==> config.mk <==
export PLATFORM = sky130hd
export DESIGN_NAME = asgd_ctrl
export DESIGN_NICKNAME = d
export VERILOG_FILES = /design/src/hw/rtl/asgd_pkg.sv /design/src/hw/rtl/asgd_ctrl.sv
export SDC_FILE = /design/constraint.sdc
export NUM_CORES = 1
export LEC_CHECK = 0
export BUFFER_PORTS_ARGS = -buffer_cell sky130_fd_sc_hd__clkbuf_2
export CORE_AREA = 2 2 39 41
export DETAILED_ROUTE_END_ITERATION = 10
export DIE_AREA = 0 0 41 43
export PLACE_DENSITY = 0.68
export SYNTH_ARGS = -nofsm -noshare
export SYNTH_HDL_FRONTEND = slang
export SYNTH_SLANG_ARGS = --single-unit
==> constraint.sdc <==
create_clock -name aclk -period 1.7 [get_ports aclk]
set_input_delay 0.17 -clock aclk [delete_from_list [all_inputs] [get_ports aclk]]
set_output_delay 0.17 -clock aclk [all_outputs]
set_load 0.02 [all_outputs]
==> src/hw/rtl/asgd_pkg.sv <==
// ----------------------------------------------------------------------------
// asgd_pkg: shared types and constants of the weight-update engine
// Holds the sequencer step codes, the command and status bundles that join
// the controller and the datapath, the configuration bundle and reset values.
// ----------------------------------------------------------------------------
package asgd_pkg;

    // Sequencer steps; the controller state is also the datapath command.
    localparam logic [4:0] S_CLEAR = 5'd0;
    localparam logic [4:0] S_IDLE  = 5'd1;
    localparam logic [4:0] S_READ  = 5'd2;
    localparam logic [4:0] S_DISP  = 5'd3;
    localparam logic [4:0] S_CLRW  = 5'd4;
    localparam logic [4:0] S_G_MUL = 5'd5;
    localparam logic [4:0] S_G_APP = 5'd6;
    localparam logic [4:0] S_P1    = 5'd7;
    localparam logic [4:0] S_P2    = 5'd8;
    localparam logic [4:0] S_P3    = 5'd9;
    localparam logic [4:0] S_P4    = 5'd10;
    localparam logic [4:0] S_SQ1   = 5'd11;
    localparam logic [4:0] S_P5    = 5'd12;
    localparam logic [4:0] S_P6    = 5'd13;
    localparam logic [4:0] S_DV1   = 5'd14;
    localparam logic [4:0] S_P7    = 5'd15;
    localparam logic [4:0] S_M1    = 5'd16;
    localparam logic [4:0] S_M2    = 5'd17;
    localparam logic [4:0] S_M3    = 5'd18;
    localparam logic [4:0] S_V1    = 5'd19;
    localparam logic [4:0] S_V2    = 5'd20;
    localparam logic [4:0] S_V3    = 5'd21;
    localparam logic [4:0] S_V4    = 5'd22;
    localparam logic [4:0] S_V5    = 5'd23;
    localparam logic [4:0] S_V6    = 5'd24;
    localparam logic [4:0] S_SQ2   = 5'd25;
    localparam logic [4:0] S_D1    = 5'd26;
    localparam logic [4:0] S_D2    = 5'd27;
    localparam logic [4:0] S_D3    = 5'd28;
    localparam logic [4:0] S_DV2   = 5'd29;
    localparam logic [4:0] S_D4    = 5'd30;
    localparam logic [4:0] S_FIN   = 5'd31;

    // Register indexes on the configuration port.
    localparam logic [2:0] REG_MODE = 3'd0;
    localparam logic [2:0] REG_LR   = 3'd1;
    localparam logic [2:0] REG_B1   = 3'd2;
    localparam logic [2:0] REG_B2   = 3'd3;
    localparam logic [2:0] REG_EPS  = 3'd4;

    // Register reset values.
    localparam logic        MODE_RST = 1'b1;
    localparam logic [31:0] LR_RST   = 32'd4294967;
    localparam logic [31:0] B1_RST   = 32'd3865470566;
    localparam logic [31:0] B2_RST   = 32'd4290672329;
    localparam logic [23:0] EPS_RST  = 24'd10995;

    localparam logic [39:0] RATE_MAX = 40'hFF_FFFF_FFFF;
    localparam logic [32:0] ONE_Q32  = 33'h1_0000_0000;

    typedef struct packed {
        logic        mode;
        logic [31:0] base_rate;
        logic [31:0] beta_one;
        logic [31:0] beta_two;
        logic [23:0] epsilon;
    } cfg_t;

    typedef struct packed {
        logic [4:0] step;
        logic       accept;
        logic       out_load;
    } cmd_t;

    typedef struct packed {
        logic clr_done;
        logic is_clear;
        logic new_pass;
        logic mode;
        logic om1_zero;
        logic sqrt_done;
        logic div_done;
        logic out_free;
    } sts_t;

endpackage

==> src/hw/rtl/asgd_ctrl.sv <==
// ----------------------------------------------------------------------------
// asgd_ctrl: sequencer of the weight-update engine
// Walks one request through the steps of its mode and tells the datapath
// which step to perform.
// ----------------------------------------------------------------------------
module asgd_ctrl
    import asgd_pkg::*;
(
    input  logic aclk,
    input  logic aresetn,
    input  logic s_tvalid,
    output logic s_tready,
    input  sts_t sts,
    output cmd_t cmd
);
    logic [4:0] state_reg;
    logic [4:0] state_next;

    always_comb begin
        state_next = state_reg;
        unique case (state_reg)
            S_CLEAR: if (sts.clr_done) state_next = S_IDLE;
            S_IDLE:  if (s_tvalid) state_next = S_READ;
            S_READ:  state_next = S_DISP;
            S_DISP: begin
                if (sts.is_clear)      state_next = S_CLRW;
                else if (!sts.mode)    state_next = S_G_MUL;
                else if (sts.new_pass) state_next = S_P1;
                else                   state_next = S_M1;
            end
            S_CLRW:  state_next = S_FIN;
            S_G_MUL: state_next = S_G_APP;
            S_G_APP: state_next = S_FIN;
            S_P1:    state_next = S_P2;
            S_P2:    state_next = S_P3;
            S_P3:    state_next = S_P4;
            S_P4:    state_next = S_SQ1;
            S_SQ1:   if (sts.sqrt_done) state_next = S_P5;
            S_P5:    state_next = S_P6;
            S_P6:    state_next = sts.om1_zero ? S_M1 : S_DV1;
            S_DV1:   if (sts.div_done) state_next = S_P7;
            S_P7:    state_next = S_M1;
            S_M1:    state_next = S_M2;
            S_M2:    state_next = S_M3;
            S_M3:    state_next = S_V1;
            S_V1:    state_next = S_V2;
            S_V2:    state_next = S_V3;
            S_V3:    state_next = S_V4;
            S_V4:    state_next = S_V5;
            S_V5:    state_next = S_V6;
            S_V6:    state_next = S_SQ2;
            S_SQ2:   if (sts.sqrt_done) state_next = S_D1;
            S_D1:    state_next = S_D2;
            S_D2:    state_next = S_D3;
            S_D3:    state_next = S_DV2;
            S_DV2:   if (sts.div_done) state_next = S_D4;
            S_D4:    state_next = S_FIN;
            S_FIN:   if (sts.out_free) state_next = S_IDLE;
            default: state_next = S_IDLE;
        endcase
    end

    always_ff @(posedge aclk) begin
        if (!aresetn) begin
            state_reg <= S_CLEAR;
        end else begin
            state_reg <= state_next;
        end
    end

    assign s_tready     = (state_reg == S_IDLE);
    assign cmd.step     = state_reg;
    assign cmd.accept   = (state_reg == S_IDLE) && s_tvalid;
    assign cmd.out_load = (state_reg == S_FIN) && sts.out_free;

    // Only one request is in flight: ready drops right after an accept.
    a_one_in_flight: assert property (@(posedge aclk) disable iff (!aresetn)
        (s_tvalid && s_tready) |=> !s_tready)
        else $error("second request accepted while one is in flight");

    // A finished result waits as long as the output register is full and not being taken.
    a_fin_holds: assert property (@(posedge aclk) disable iff (!aresetn)
        (state_reg == S_FIN && !sts.out_free) |=> (state_reg == S_FIN))
        else $error("result step left while output register busy");

    // A step that waits on the square root leaves exactly when it finishes.
    a_sqrt_wait: assert property (@(posedge aclk) disable iff (!aresetn)
        (state_reg == S_SQ2 && sts.sqrt_done) |=> (state_reg == S_D1))
        else $error("square root wait did not advance");
endmodule

* Word-level counts from Yosys, hierarchy flattened *
Cells that the tools add are included.
W data, S select, Z words.

operators by class
  $mul = 0
  mux-type cells = 12
  order comparisons = 0
  shift-type cells = 0
  reductions and logical operators = 5
  eq/ne operators = 38
  $add $sub $neg = 0
  div/mod/pow operators = 0
  bitwise operators = 0

operators by type and width
  kind                  number
  $pmux W5 S30          1
  $eq A5 B5 Y1 const B  16
  $mux W5               11
  $eq A5 B4 Y1 const B  8
  $eq A5 B3 Y1 const B  4
  $ne A2 B2 Y1 const B  7
  $eq A5 B2 Y1 const B  2
  $reduce_and A7 Y1     1
  $eq A5 B1 Y1 const B  1
  $logic_not A5 Y1      1
  $reduce_or A3 Y1      1
  $logic_and A1 B1 Y1   2

word-level totals
  memories kept = 0
  bits in read-only memories = 0
  output and inout port bits = 8
  memory bits (writable) = 0
  flip-flop bits (word level) = 5
  bits in latches = 0
  bits of input ports = 11

* Logic depth before layout (Yosys ltp) *
Gate-level depths: netlist (run 1).

  depth in word-level cells = 4
  mapped depth = 7
  depth with buffers taken out = 5

* Worst setup path after synthesis (run 1) *
Ideal clock, no wire load.

  kind = register to register
  from = reg state_reg[1]
  to = reg state_reg[1]
  period minus slack after synthesis = 1.667 ns
  arrival time = 1.537 ns
  buffers on the path = 1
  required time = 1.570 ns
  slack = 0.033 ns
  stages on the path, launching flop included = 7
  cell sequence = dfxtp_1 -> buf_2 -> or4b_4 -> o32ai_4 -> nor2_2 -> o21ai_0 -> a31oi_1

on the way
  word-level cells in the longest chain between the ends = 3
  elaborated cells on any way between the ends = 42
  those cells by class = eq/ne (38); mux (1); reduce/logical (3)

RTL lines
  what                                                               line             RTL
  from (decl)                                                        asgd_ctrl.sv:16  logic [4:0] state_reg;
  from (signal assigned)                                             asgd_ctrl.sv:67  state_reg <= state_next;
  $eq A5 B5 Y1, or another cell as far along                         asgd_ctrl.sv:21  unique case (state_reg)
  $reduce_or A3 Y1 (no source line) or $ne A2 B2 Y1 (tied branches)  n/a
  $pmux W5 S30 or $reduce_and A7 Y1 (tied branches)                  n/a

Parallel ways exist; a longest one is shown, timed or not.
A chain may end at the register's enable or synchronous reset.

* Worst setup path in the final report (run 1) *
  from = reg state_reg[0]
  to = reg state_reg[4]

Same word-level chain as after synthesis.

==> impl.org, run 1 <==
** Floorplanning
- For this configuration, the core starts out at a cell density of 0.395.
- Die ar. :: 1760 µm²
- Site Rows :: 14
- Die extent in y :: 43 µm
- Top-Level Pins :: 19
- Measured along the x axis, the die boundary spans 41 µm.
- After floorplanning, the core was sized to cover 1380 µm².

** Timing
- Between clock sinks in the finished design, the worst skew comes to 0.00667 ns.
- Based on the critical path, the design can be clocked at up to 0.631 GHz.
- The hold violation total from the final report was 0.
- Headroom to the max-slew limit came out at 0.722.
- The final-report max-slew violation count was 0.
- For the pin with the worst max-slew slack, the measured transition is 0.413 ns.
- In the finished design, the share of the clock period the worst path needs comes to 0.933.
- Minimum clock period after layout :: 1.59 ns
- Summed over all failing endpoints, the final setup total negative slack is 0 ns.
- Setup violations remaining at the end of the flow were counted as 0.
- Setup repair after global routing left no endpoint under its margin.

** Synth
- After synthesis the cells add up to 547 µm².
- Sorting the synthesized cells by area gives the leading types as dfxtp_1 (18%), o21ai_0 (5.5%), o32ai_4 (5.0%), nand2_1 (4.8%), a31oi_1 (4.6%).
- Seq/Total Area, Yosys :: 0.183
- In this run the mean area of a mapped cell was 7.49 µm².
- Synth top area share :: 0.183
- The number of nets in the synthesized netlist is 84.
- Number of synthesized register bits :: 5
- The portion of synthesized area spent on multiplexers is 0.0389.
- By instance count, the leading cell after synthesis is nand2_1.
- Biggest area consumer among synthesized cells :: dfxtp_1
- Post-Synth Adder-Cell Area :: 0
- Of all flip-flops after synthesis, the portion carrying an async set or reset was 0.
- Xor and xnor fraction of the mapped netlist area :: 0.0320
- The synthesized design contains 0 enable-type register cells.
- In the synthesized netlist, the number of instances is 73.
- Number of warnings printed during yosys synthesis :: 0
- After synthesis, the largest family of logic cells by area is compound AO/OA/AOI/OAI gates.
- Post-synthesis compound-gate area fraction :: 0.373
- Area fraction in and, or, nand and nor cells after synthesis :: 0.279
- Number of distinct standard cells referenced by the synthesized netlist :: 37
- Commonest cells in the netlist :: nand2_1 (7), o21ai_0 (6), dfxtp_1 (5), a31oi_1 (4), inv_1 (4)
- Among all flip-flop cells after synthesis, the most frequent one is dfxtp_1.

** Critical path
- In this run the critical register-to-register path is launched from state_reg[0]$_SDFFE_PN0P_.
- The worst setup path is captured at a register.
- In this run the worst path has a maximum fanout of 7.
- The critical path in this run is classified as reg2reg.
- Required time at the endpoint of the critical path :: 1.81 ns
- CP startpoint kind :: register
- Crit path from :: state_reg[0]$_SDFFE_PN0P_
- Data on the critical path arrives at its endpoint at 1.69 ns.

** Clock tree
- Total clock buffers created by CTS :: 3
- The tree is rooted in a clkbuf_4.
- Hold repair after CTS inserted 0 buffers.
- Max Root-Sink Buffers :: 2
- Number of gates resized after cts :: 1
- The clock reaches the later pin of the worst-skew pair after 0.24 ns.
- Clock-pin slew was measured on the worst setup and hold paths at 0.05 ns.
- Setup repair bufs after CTS :: 0
- TritonCTS built the clock tree.
- H-tree depth :: 1
- CTS Sinks :: 5

** Detailed routing
- In this run, the number of DRC markers left after iteration 0 of detailed routing was 10.
- # DRC :: 0
- Via density per instance :: 5.63
- Detailed routing inserted a total of 631 vias.
- The first TritonRoute pass finished after 4 iterations.
- The final layout contains routed wiring with a total length of 1.48 mm.
- Routed WL per cell :: 13.2 µm
- Once detail routing completed, the nets flagged for antenna violations numbered 0.

** Power
- Peak VDD IR :: 0.501 mV
- Power spread over the standard cell area amounts to 1450 nW/µm².
- Summed over all cells, the static leakage comes to 0.317 nW.
- Post-layout power :: 1.04 mW

** Final layout
- Filler cell count :: 151
- The register with the most flip-flops in the layout has 5 of them.
- At the end of the flow the core is filled with cells to 0.519.
- Final Net Count :: 108
- Area Growth Syn to Fin :: 31.4%
- Fraction of layout cells with a size suffix above 1 :: 0.396
- Number of inserted diodes :: 0

** Run status
- Outcome :: complete, no violations

** Global route
- Entering global routing, the biggest net connects 12 pins.
- Global-route wire length before repair :: 2.42 mm
- The number of global-route vias before repair is 564.
- GRT Resource Usage Total :: 0.190
- The initial antenna violation count came to 0.
- Summed over all layers, the global routing overflow is 0.

** Min path
- The worst hold path belongs to the class in2reg.
- The worst hold path begins at aresetn.

** Placement
- Port Buffer Count :: 18
- Total half-perimeter wirelength after legalization and detailed placement :: 1.17 mm
- GP Congestion :: 0.817

** Job
- The tool flagged a number of max-cap violations equal to 0.
-- placed cells by master (no fill, tap or decap), types with 2 or more instances in the layout --
master    count
and2_1        2
o21ai_0       6
nand3_1       3
buf_4         8
a21oi_1       3
inv_1         4
a21boi_0      2
clkbuf_4      3
xor2_1        2
a22o_1        2
clkbuf_2     18
dfxtp_2       4
nand2_1       7
nand2b_1      2
a31oi_1       4
nor2_1        2
o22ai_1       2
-- critical path: stages (launching register included) --
cell and delay [ns]:
dfxtp_1 0.36, or4b_4 0.57, o32ai_4 0.15, nor2_2 0.13
o21ai_0 0.19, a31oi_1 0.06
-- kinds of logic (layout without fill, tap and decap cells) --
group | Yosys count | after routing
AOI/OAI and AO/OA | 27 | 27
buffers and inverters | 11 | 34
and+or+nand+nor | 26 | 26
muxes | 2 | 2
DFF | 5 | 5
xor gates and xnor gates | 2 | 2
-- layout make-up --
class	count	area (µm²)	area share
Clock buffer	4	26.3	0.0366
Inverter	4	15.0	0.0209
Multi-Input combinational cell	57	402	0.559
Sequential cell	5	105	0.146
Tap cell	16	20.0	0.0279
Timing Repair Buffer	26	150	0.209
-- where the power goes --
part / switching, mW / internal (mW) / total [mW] / leakage [nW]
logic: 0.360 / 0.296 / 0.656 / 0.259
registers: 0.0914 / 0.161 / 0.253 / 0.0427
clock network: 0.0463 / 0.0886 / 0.135 / 0.0150
total: 0.497 / 0.546 / 1.04 / 0.317
-- path summary, 6_finish.rpt --
| path | slack [ns] | to | cells after the start |
|---|---|---|---|
| max reg2reg | 0.11 | state_reg[4]$_SDFFE_PN0P_ | 5 |
| max | 0.11 | state_reg[4]$_SDFFE_PN0P_ | 5 |
| min | 0.23 | state_reg[1]$_SDFFE_PN0P_ | 3 |
| min reg2reg | 0.67 | state_reg[4]$_SDFFE_PN0P_ | 2 |
-- per-stage QoR --
step / instances / area, µm² / setup WS [ns] / hold slack [ns]
after floorplan: 73 / 547 / 0.0330 / 0.303
after global placement: 108 / 681 / 0.138 / 0.469
after detailed placement: 108 / 681 / 0.0867 / 0.479
after CTS: 112 / 708 / 0.0291 / 0.227
after global routing: 112 / 718 / 0.0154 / 0.254
final: 112 / 718 / 0.114 / 0.230
-- per-layer routing --
metal,track usage,wire length [µm],vias up,share of wire
met4,0,0,0,0
met5,0,0,-,0
met2,0.328,753,14,0.51
met3,0.0524,62,0,0.042
met1,0.240,663,294,0.45
li1,-,-,323,-
(Power assumes the default switching activity.)
==> run 2, diff against run 1 <==
--- a/config.mk
+++ b/config.mk
@@ -5,11 +5,11 @@
 export SDC_FILE = /design/constraint.sdc
 export NUM_CORES = 1
 export LEC_CHECK = 0
+export ABC_AREA = 1
 export BUFFER_PORTS_ARGS = -buffer_cell sky130_fd_sc_hd__clkbuf_2
-export CORE_AREA = 2 2 39 41
+export CORE_UTILIZATION = 48
 export DETAILED_ROUTE_END_ITERATION = 10
-export DIE_AREA = 0 0 41 43
-export PLACE_DENSITY = 0.68
+export PLACE_DENSITY = 0.75
 export SYNTH_ARGS = -nofsm -noshare
 export SYNTH_HDL_FRONTEND = slang
 export SYNTH_SLANG_ARGS = --single-unit
==> run 2 against run 1 <==
Against the previous run: global-route usage is 8.1 points higher; sequential cell count stayed put; total power is 1.7% higher; non-clock buffer count is 6 lower; clock skew hardly changed; wire length is 19% higher; cell count is 48% higher; synthesized area is 20% higher; critical path depth stayed put; highest routed layer is now met4; sequential share of layout area is 2.1 points lower; die area is 14% lower.
==> impl.org, run 2 <==
** Placement
- GP Congestion :: 0.938
- Detailed placement finished with a half-perimeter wire length of 1.40 mm.
- Worst slack at placement :: 0.192 ns
- Input and output buffers added on the ports amount to 18.

** Clock tree
- The tree is rooted in a clkbuf_4.
- In this run, post-CTS repair resized a total of 0 instances.
- H-tree depth :: 1
- Clock transition at the registers of the reported paths :: 0.05 ns
- CTS tree :: yes
- In this run the deepest clock path goes through 2 buffers.
- Buffers inserted during clock tree synthesis total 3.
- Counting every sink on the clock net gives 5.
- Worst skew pair latency :: 0.25 ns
- Hold repair after CTS inserted 0 buffers.
- Setup repair bufs after CTS :: 0

** Critical path
- For this run, the slowest stage of the critical path takes 0.47 ns.
- Slowest CP cell :: dfxtp_1
- STA puts the critical path data arrival time at 1.41 ns.
- Required time at the endpoint of the critical path :: 1.53 ns
- Buffering stage count on the worst path with inverters included :: 1
- Cell chain of the critical path :: nand2_2, nor2_2, nand2_1, nor2_1, clkbuf_2
- Critical path fanouts, max :: 8
- The worst setup path is launched from a register.
- The worst setup path is of the reg2out kind.
- STA classifies the critical path endpoint as an output port.
- Dominant delay contributor by cell family on the critical path :: simple AND/OR/NAND/NOR gates

** Synth
- Biggest area consumer among synthesized cells :: nand2_1
- The commonest cells after synthesis are nand2_1 (42), nor2_1 (20), inv_1 (13), nand3_1 (12), a21oi_1 (8).
- Number of warnings printed during yosys synthesis :: 0
- Number of flops mapped to enable cells by yosys :: 0
- Cell with the most instances after synthesis :: nand2_1
- Number of synthesized register bits :: 5
- The cell area that synthesis handed to floorplanning was 657 µm².
- Seq/Total Area, Yosys :: 0.152
- When the netlist entered floorplanning its net count stood at 140.
- Of all flip-flops after synthesis, the portion carrying an async set or reset was 0.
- Most instantiated flip-flop cell in the synthesis netlist :: dfxtp_1
- Synth top area share :: 0.240
- After technology mapping, the gate count stands at 129.
- Yosys mapped the design onto 19 distinct sky130hd cell types.
- Synth area leaders :: nand2_1 (24%), dfxtp_1 (15%), nor2_1 (11%), nand3_1 (9.1%), inv_1 (7.4%)
- Mean cell area of the mapped netlist :: 5.09 µm²

** Timing
- Fmax :: 0.631 GHz
- Setup total negative slack :: 0 ns
- In the post-route analysis, the smallest setup slack over all paths is 0.116 ns.
- Final cycle utilization of the critical path :: 0.932
- The worst path needs 1.58 ns of the cycle, external delays included.
- Setup violations remaining at the end of the flow were counted as 0.
- The hold violation total from the final report is 0.
- Fin Clk Skew :: 0.00623 ns
- Final max-slew violation count :: 0
- RSZ-0062 raised after global routing :: false
- Headroom to the max-slew limit :: 0.809
- Measured slew at the worst slew-check pin :: 0.283 ns

** Final layout
- The library cell used most frequently in the layout, excluding fill and tap cells, is nand2_1.
- The number of antenna diodes in the final layout is 0.
- Final Net Count :: 164
- From synthesis to final layout, the design area changed by 21.9%.
- In the layout the commonest cells are nand2_1 (42), nor2_1 (20), clkbuf_2 (18), inv_1 (13), nand3_1 (12).
- In the final layout, the share of cells above drive strength 1 is 0.243.
- Number of flip-flops in the largest register :: 5

** Global route
- Global-route wire length before repair :: 2.78 mm
- GRT Resource Usage Total :: 0.271
- After global routing the overflow that remains totals 0.
- Number of antenna violations at the first check in global routing :: 0
- Grt met1 use :: 0.375
- Global Route met2 Usage :: 0.421
- Via count of the first global-routing pass :: 692
- Met3 layer usage reported by global route :: 0.0694
- Entering global routing, the biggest net connects 12 pins.
- After global routing, the most crowded layer is met2.

** Detailed routing
- For this block, the initial DRC count from the detailed router was 44.
- Post-detailed-routing wire length :: 1.76 mm
- Antenna-violating nets left :: 0
- Via density per instance :: 5.33
- Detailed-routing iteration count for the pre-antenna-repair pass :: 4
- Routed WL per cell :: 10.6 µm
- # DRC :: 0
- Routed via count :: 885

** Floorplanning
- The floorplan step defined a core boundary enclosing 1190 µm².
- Die extent in y :: 39.0 µm
- Site Rows :: 12
- Die W :: 39.0 µm
- The initial utilization of the core area, before any placement, comes to 0.554.
- Die ar. :: 1520 µm²
- Top-Level Pins :: 19

** Job
- The tool flagged a number of max-cap violations equal to 0.

** Power
- IR analysis of the VDD net gives a maximum drop of 0.934 mV.
- Post-layout power :: 1.06 mW
- Summed over all cells, the static leakage comes to 0.453 nW.
- Power per standard cell area :: 1330 nW/µm²

** Min path
- In this run the worst hold path is classified as in2reg.

** Run status
- Outcome :: complete, no violations
-- run 2: changes by cell type after synthesis, moves of 4 or more --
cell     change
a21oi_1      +5
a31oi_1      -4
inv_1        +9
inv_2        +5
nand2_1     +35
nand3_1      +9
nor2_1      +18
nor2_2       +4
nor3_1       +4
-- run 2: worst paths after layout --
| path | from | to | slack (ns) | cells after the start |
|---|---|---|---|---|
| max | state_reg[0]$_SDFFE_PN0P_ | cmd[0] | 0.12 | 5 |
| min | aresetn | state_reg[4]$_SDFFE_PN0P_ | 0.21 | 3 |
| max reg2reg | state_reg[3]$_SDFFE_PN0P_ | state_reg[4]$_SDFFE_PN0P_ | 0.18 | 9 |
| min reg2reg | state_reg[4]$_SDFFE_PN0P_ | state_reg[4]$_SDFFE_PN0P_ | 0.52 | 2 |
-- run 2: per-stage QoR --
stage	hold WS, ns	cell area (µm²)	instances	util
after floorplan	0.354	657	129	-
after global routing	0.218	801	166	0.675
after CTS	0.204	801	166	0.675
final	0.210	801	166	0.675
after detailed placement	0.465	774	162	0.653
after global placement	0.458	774	162	0.653
-- run 2: cell type report --
type / count / area (µm²)
clock buffer: 4 / 26.3
fill: 120 / 385
inverter: 18 / 67.6
multi-input combinational: 105 / 484
sequential: 5 / 100
tap: 14 / 17.5
timing repair buffer: 20 / 105
-- run 2: per-layer routing --
| metal | vias up | share of wire |
|---|---|---|
| li1 | 459 | - |
| met1 | 368 | 0.45 |
| met2 | 56 | 0.43 |
| met3 | 2 | 0.11 |
| met4 | 0 | 0.0074 |
| met5 | - | 0 |
-- run 2: worst reg2reg max path: stages (launching register included) --
cell	delay, ns
dfxtp_1	0.46
nand2_1	0.17
inv_2	0.13
nand3_1	0.12
a21oi_2	0.17
inv_2	0.06
nand3_4	0.10
inv_2	0.07
nand2_1	0.07
a21oi_1	0.05
-- run 2: power by group --
part           internal (mW)  switching (mW)  total, mW
Sequential             0.151          0.0604      0.212
Clock                 0.0891          0.0546      0.144
Combinational          0.240           0.466      0.706
-- run 2: logic make-up after synthesis --
logic type / after synthesis / synth area share
and+or+nand+nor: 89 / 0.606
buffers and inverters: 19 / 0.110
AOI/OAI and AO/OA: 16 / 0.131
DFF: 5 / 0.152
==> run 3, diff against run 2 <==
--- a/config.mk
+++ b/config.mk
@@ -7,9 +7,8 @@
 export LEC_CHECK = 0
 export ABC_AREA = 1
 export BUFFER_PORTS_ARGS = -buffer_cell sky130_fd_sc_hd__clkbuf_2
-export CORE_UTILIZATION = 48
+export CORE_UTILIZATION = 37
 export DETAILED_ROUTE_END_ITERATION = 10
-export PLACE_DENSITY = 0.75
 export SYNTH_ARGS = -nofsm -noshare
 export SYNTH_HDL_FRONTEND = slang
 export SYNTH_SLANG_ARGS = --single-unit
==> run 3 against run 2 <==
Against the previous run: register-to-register slack gained 0.02 ns; non-clock buffer count is 1 lower; global-route usage shrank 7.0 points; wire length rose by 1.7%; total power fell by 1.1%; sequential power is 5% higher; final area up 0.31%; critical endpoint unchanged; largest power group unchanged.
==> impl.org, run 3 (synthesis gave the netlist of run 2 again) <==
** Clock tree
- Worst skew pair latency :: 0.24 ns
- CTS tree :: yes
- In this run the deepest clock path goes through 2 buffers.
- For this design, the CTS-stage hold fixing added 0 buffers.
- Clock tree synthesis found a total of 5 sinks.
- Total clock buffers created by CTS :: 3
- The cell sitting at the root of the clock tree is a clkbuf_4.
- In this run the number of H-tree levels came out at 1.
- Clock transition at the registers of the reported paths :: 0.04 ns

** Min path
- Min-Delay Path Depth :: 3
- Hold Path Class :: in2reg

** Critical path
- The critical path crosses 5 cells after its start point.
- Walking the worst path, the cells encountered are nand2_2, nor2_2, nand2_1, nor2_1, clkbuf_2.
- For the worst flop-to-flop path, the logic depth is 11.
- The largest single stage delay on the critical path is 0.46 ns.
- Flop-to-flop setup slack :: 0.20 ns
- Data arrival time of the worst path :: 1.38 ns
- Critical path fanouts, max :: 8
- Required time at the endpoint of the critical path :: 1.53 ns
- CP startpoint kind :: register
- The worst setup path is captured at an output port.
- The slowest stage of the critical path belongs to the cell dfxtp_1.
- The number of buffers and inverters on the critical path is 1.
- Grouping stages by cell kind, the critical path spends the most delay in simple AND/OR/NAND/NOR gates.
- Critical path class :: reg2out

** Global route
- Entering global routing, the biggest net connects 12 pins.
- The number of global-route vias before repair came to 688.
- The initial antenna violation count is 0.
- Global routing finished with a remaining overflow of 0.
- The first global-routing pass estimated 2.93 mm of wire.
- Across every metal layer, demand over resource in global routing totals 0.201.

** Detailed routing
- Antenna-violating nets left :: 0
- The detailed router finished its first iteration with 31 violations.
- Routed via count :: 868
- Routed WL per cell :: 10.7 µm
- Via density per instance :: 5.20
- # DRC :: 0
- Post-detailed-routing wire length :: 1.79 mm
- The first detailed-routing pass took 6 iterations.

** Placement
- Routability-driven placement finished with a final weighted congestion of 0.886.
- Detailed placement ended at an HPWL of 1.47 mm.
- Number of placed instances with taps included :: 163
- Port Buffer Count :: 18

** Timing
- Setup total negative slack :: 0 ns
- Across the routed clock network, the largest skew measured is 0.00219 ns.
- Fmax :: 0.645 GHz
- On the final layout, the worst hold slack is 0.222 ns.
- Measured slew at the worst slew-check pin :: 0.278 ns
- Headroom to the max-slew limit :: 0.813
- Setup repair after global routing left no endpoint under its margin.
- # setup viols final :: 0
- Final cycle utilization of the critical path :: 0.912
- Minimum clock period after layout :: 1.55 ns
- The final-report max-slew violation count came to 0.
- Final hold violations :: 0

** Final layout
- Counting the fill cells in the layout gives 187.
- Most common library cell in the layout ignoring fill and taps :: nand2_1
- Area Growth Syn to Fin :: 22.3%
- After the last flow step, the layout net total stands at 163.
- 0 antenna diodes ended up in the layout.
- In the layout the commonest cells are nand2_1 (42), nor2_1 (20), clkbuf_2 (18), inv_1 (13), nand3_1 (12).
- Fraction of layout cells with a size suffix above 1 :: 0.252
- Non-filler instance count after layout :: 167
- Number of flip-flops in the largest register :: 5

** Power
- Internal power summed over all cells :: 0.471 mW
- Of the total power, the share spent switching nets is 0.551.
- Leakage :: 0.449 nW
- Peak VDD IR :: 0.670 mV
- Relative contribution of sequential cells to total power :: 0.211
- Part of the total power dissipated in combinational logic :: 0.659
- The analysis attributes to net switching a power of 0.578 mW.
- Fraction of power consumed by the clock network :: 0.130
- Power per standard cell area :: 1310 nW/µm²

** Run status
- Outcome :: complete, no violations

** Floorplanning
- Site Rows :: 14
- From left edge to right edge, the die measures 44.1 µm.
- For this configuration, the core starts out at a cell density of 0.417.
- Top-Level Pins :: 19
- The floorplan step set the die height to 44.1 µm.
- Die ar. :: 1950 µm²
- Core area :: 1580 µm²

** Job
- Across the run, the number of max-cap violations was 0.
==> run 3: final timing paths <==
path                                           startpoint                         to
worst min register to register  state_reg[3]$_SDFFE_PN0P_  state_reg[3]$_SDFFE_PN0P_
worst max register to register  state_reg[0]$_SDFFE_PN0P_  state_reg[0]$_SDFFE_PN0P_
worst max-delay path            state_reg[0]$_SDFFE_PN0P_                     cmd[0]
worst min-delay path                              aresetn  state_reg[1]$_SDFFE_PN0P_
==> run 3: timing repair <==
action | in CTS | in global routing
endpoints found under the setup margin | 0 | 2
gates resized for setup | 0 | 3
setup buffers | 0 | 0
hold endpoints to repair | 0 | 0
==> run 3: through the flow <==
step	setup slack [ns]	util	power, mW	instance area (µm²)
2_1_floorplan	0.0959	-	0.728	657
3_5_place_dp	0.208	0.488	0.904	769
6_report	0.150	0.510	1.05	803
5_1_grt	0.0190	0.510	1.16	803
4_1_cts	0.142	0.505	1.04	796
3_3_place_gp	0.187	0.488	0.909	769
==> run 3: cell type report <==
cell class	count	area, µm²	area share
Sequential cell	5	103	0.128
Clock buffer	4	26.3	0.0327
Multi-Input combinational cell	105	489	0.609
Timing Repair Buffer	19	97.6	0.121
Tap cell	16	20.0	0.0249
Inverter	18	67.6	0.0841
==> run 3: power by group through the flow <==
stage / registers, mW / logic [mW] / clock network, mW
global route: 0.229 / 0.776 / 0.153
detailed placement: 0.219 / 0.685 / 0
global placement: 0.220 / 0.689 / 0
floorplan: 0.247 / 0.481 / 0
finish: 0.222 / 0.692 / 0.136
CTS: 0.217 / 0.687 / 0.141
==> run 3: worst reg2reg max path, stage by stage, from the launching register on <==
cell and delay [ns]:
dfxtp_1 0.46, nand2_2 0.18, inv_2 0.10, nand2_1 0.08, nand2_1 0.08, nand2_1 0.06, o21ai_1 0.11, nor2_1 0.07
nand2_1 0.10, nand3_2 0.06, nand2_1 0.06, inv_1 0.03
==> run 3: routing by layer <==
metal / up-vias / track usage / share of wire
met2: 35 / 0.288 / 0.46
met3: 4 / 0.0653 / 0.061
met5: - / 0 / 0
li1: 455 / - / -
met1: 374 / 0.285 / 0.46
met4: 0 / 0.0606 / 0.016
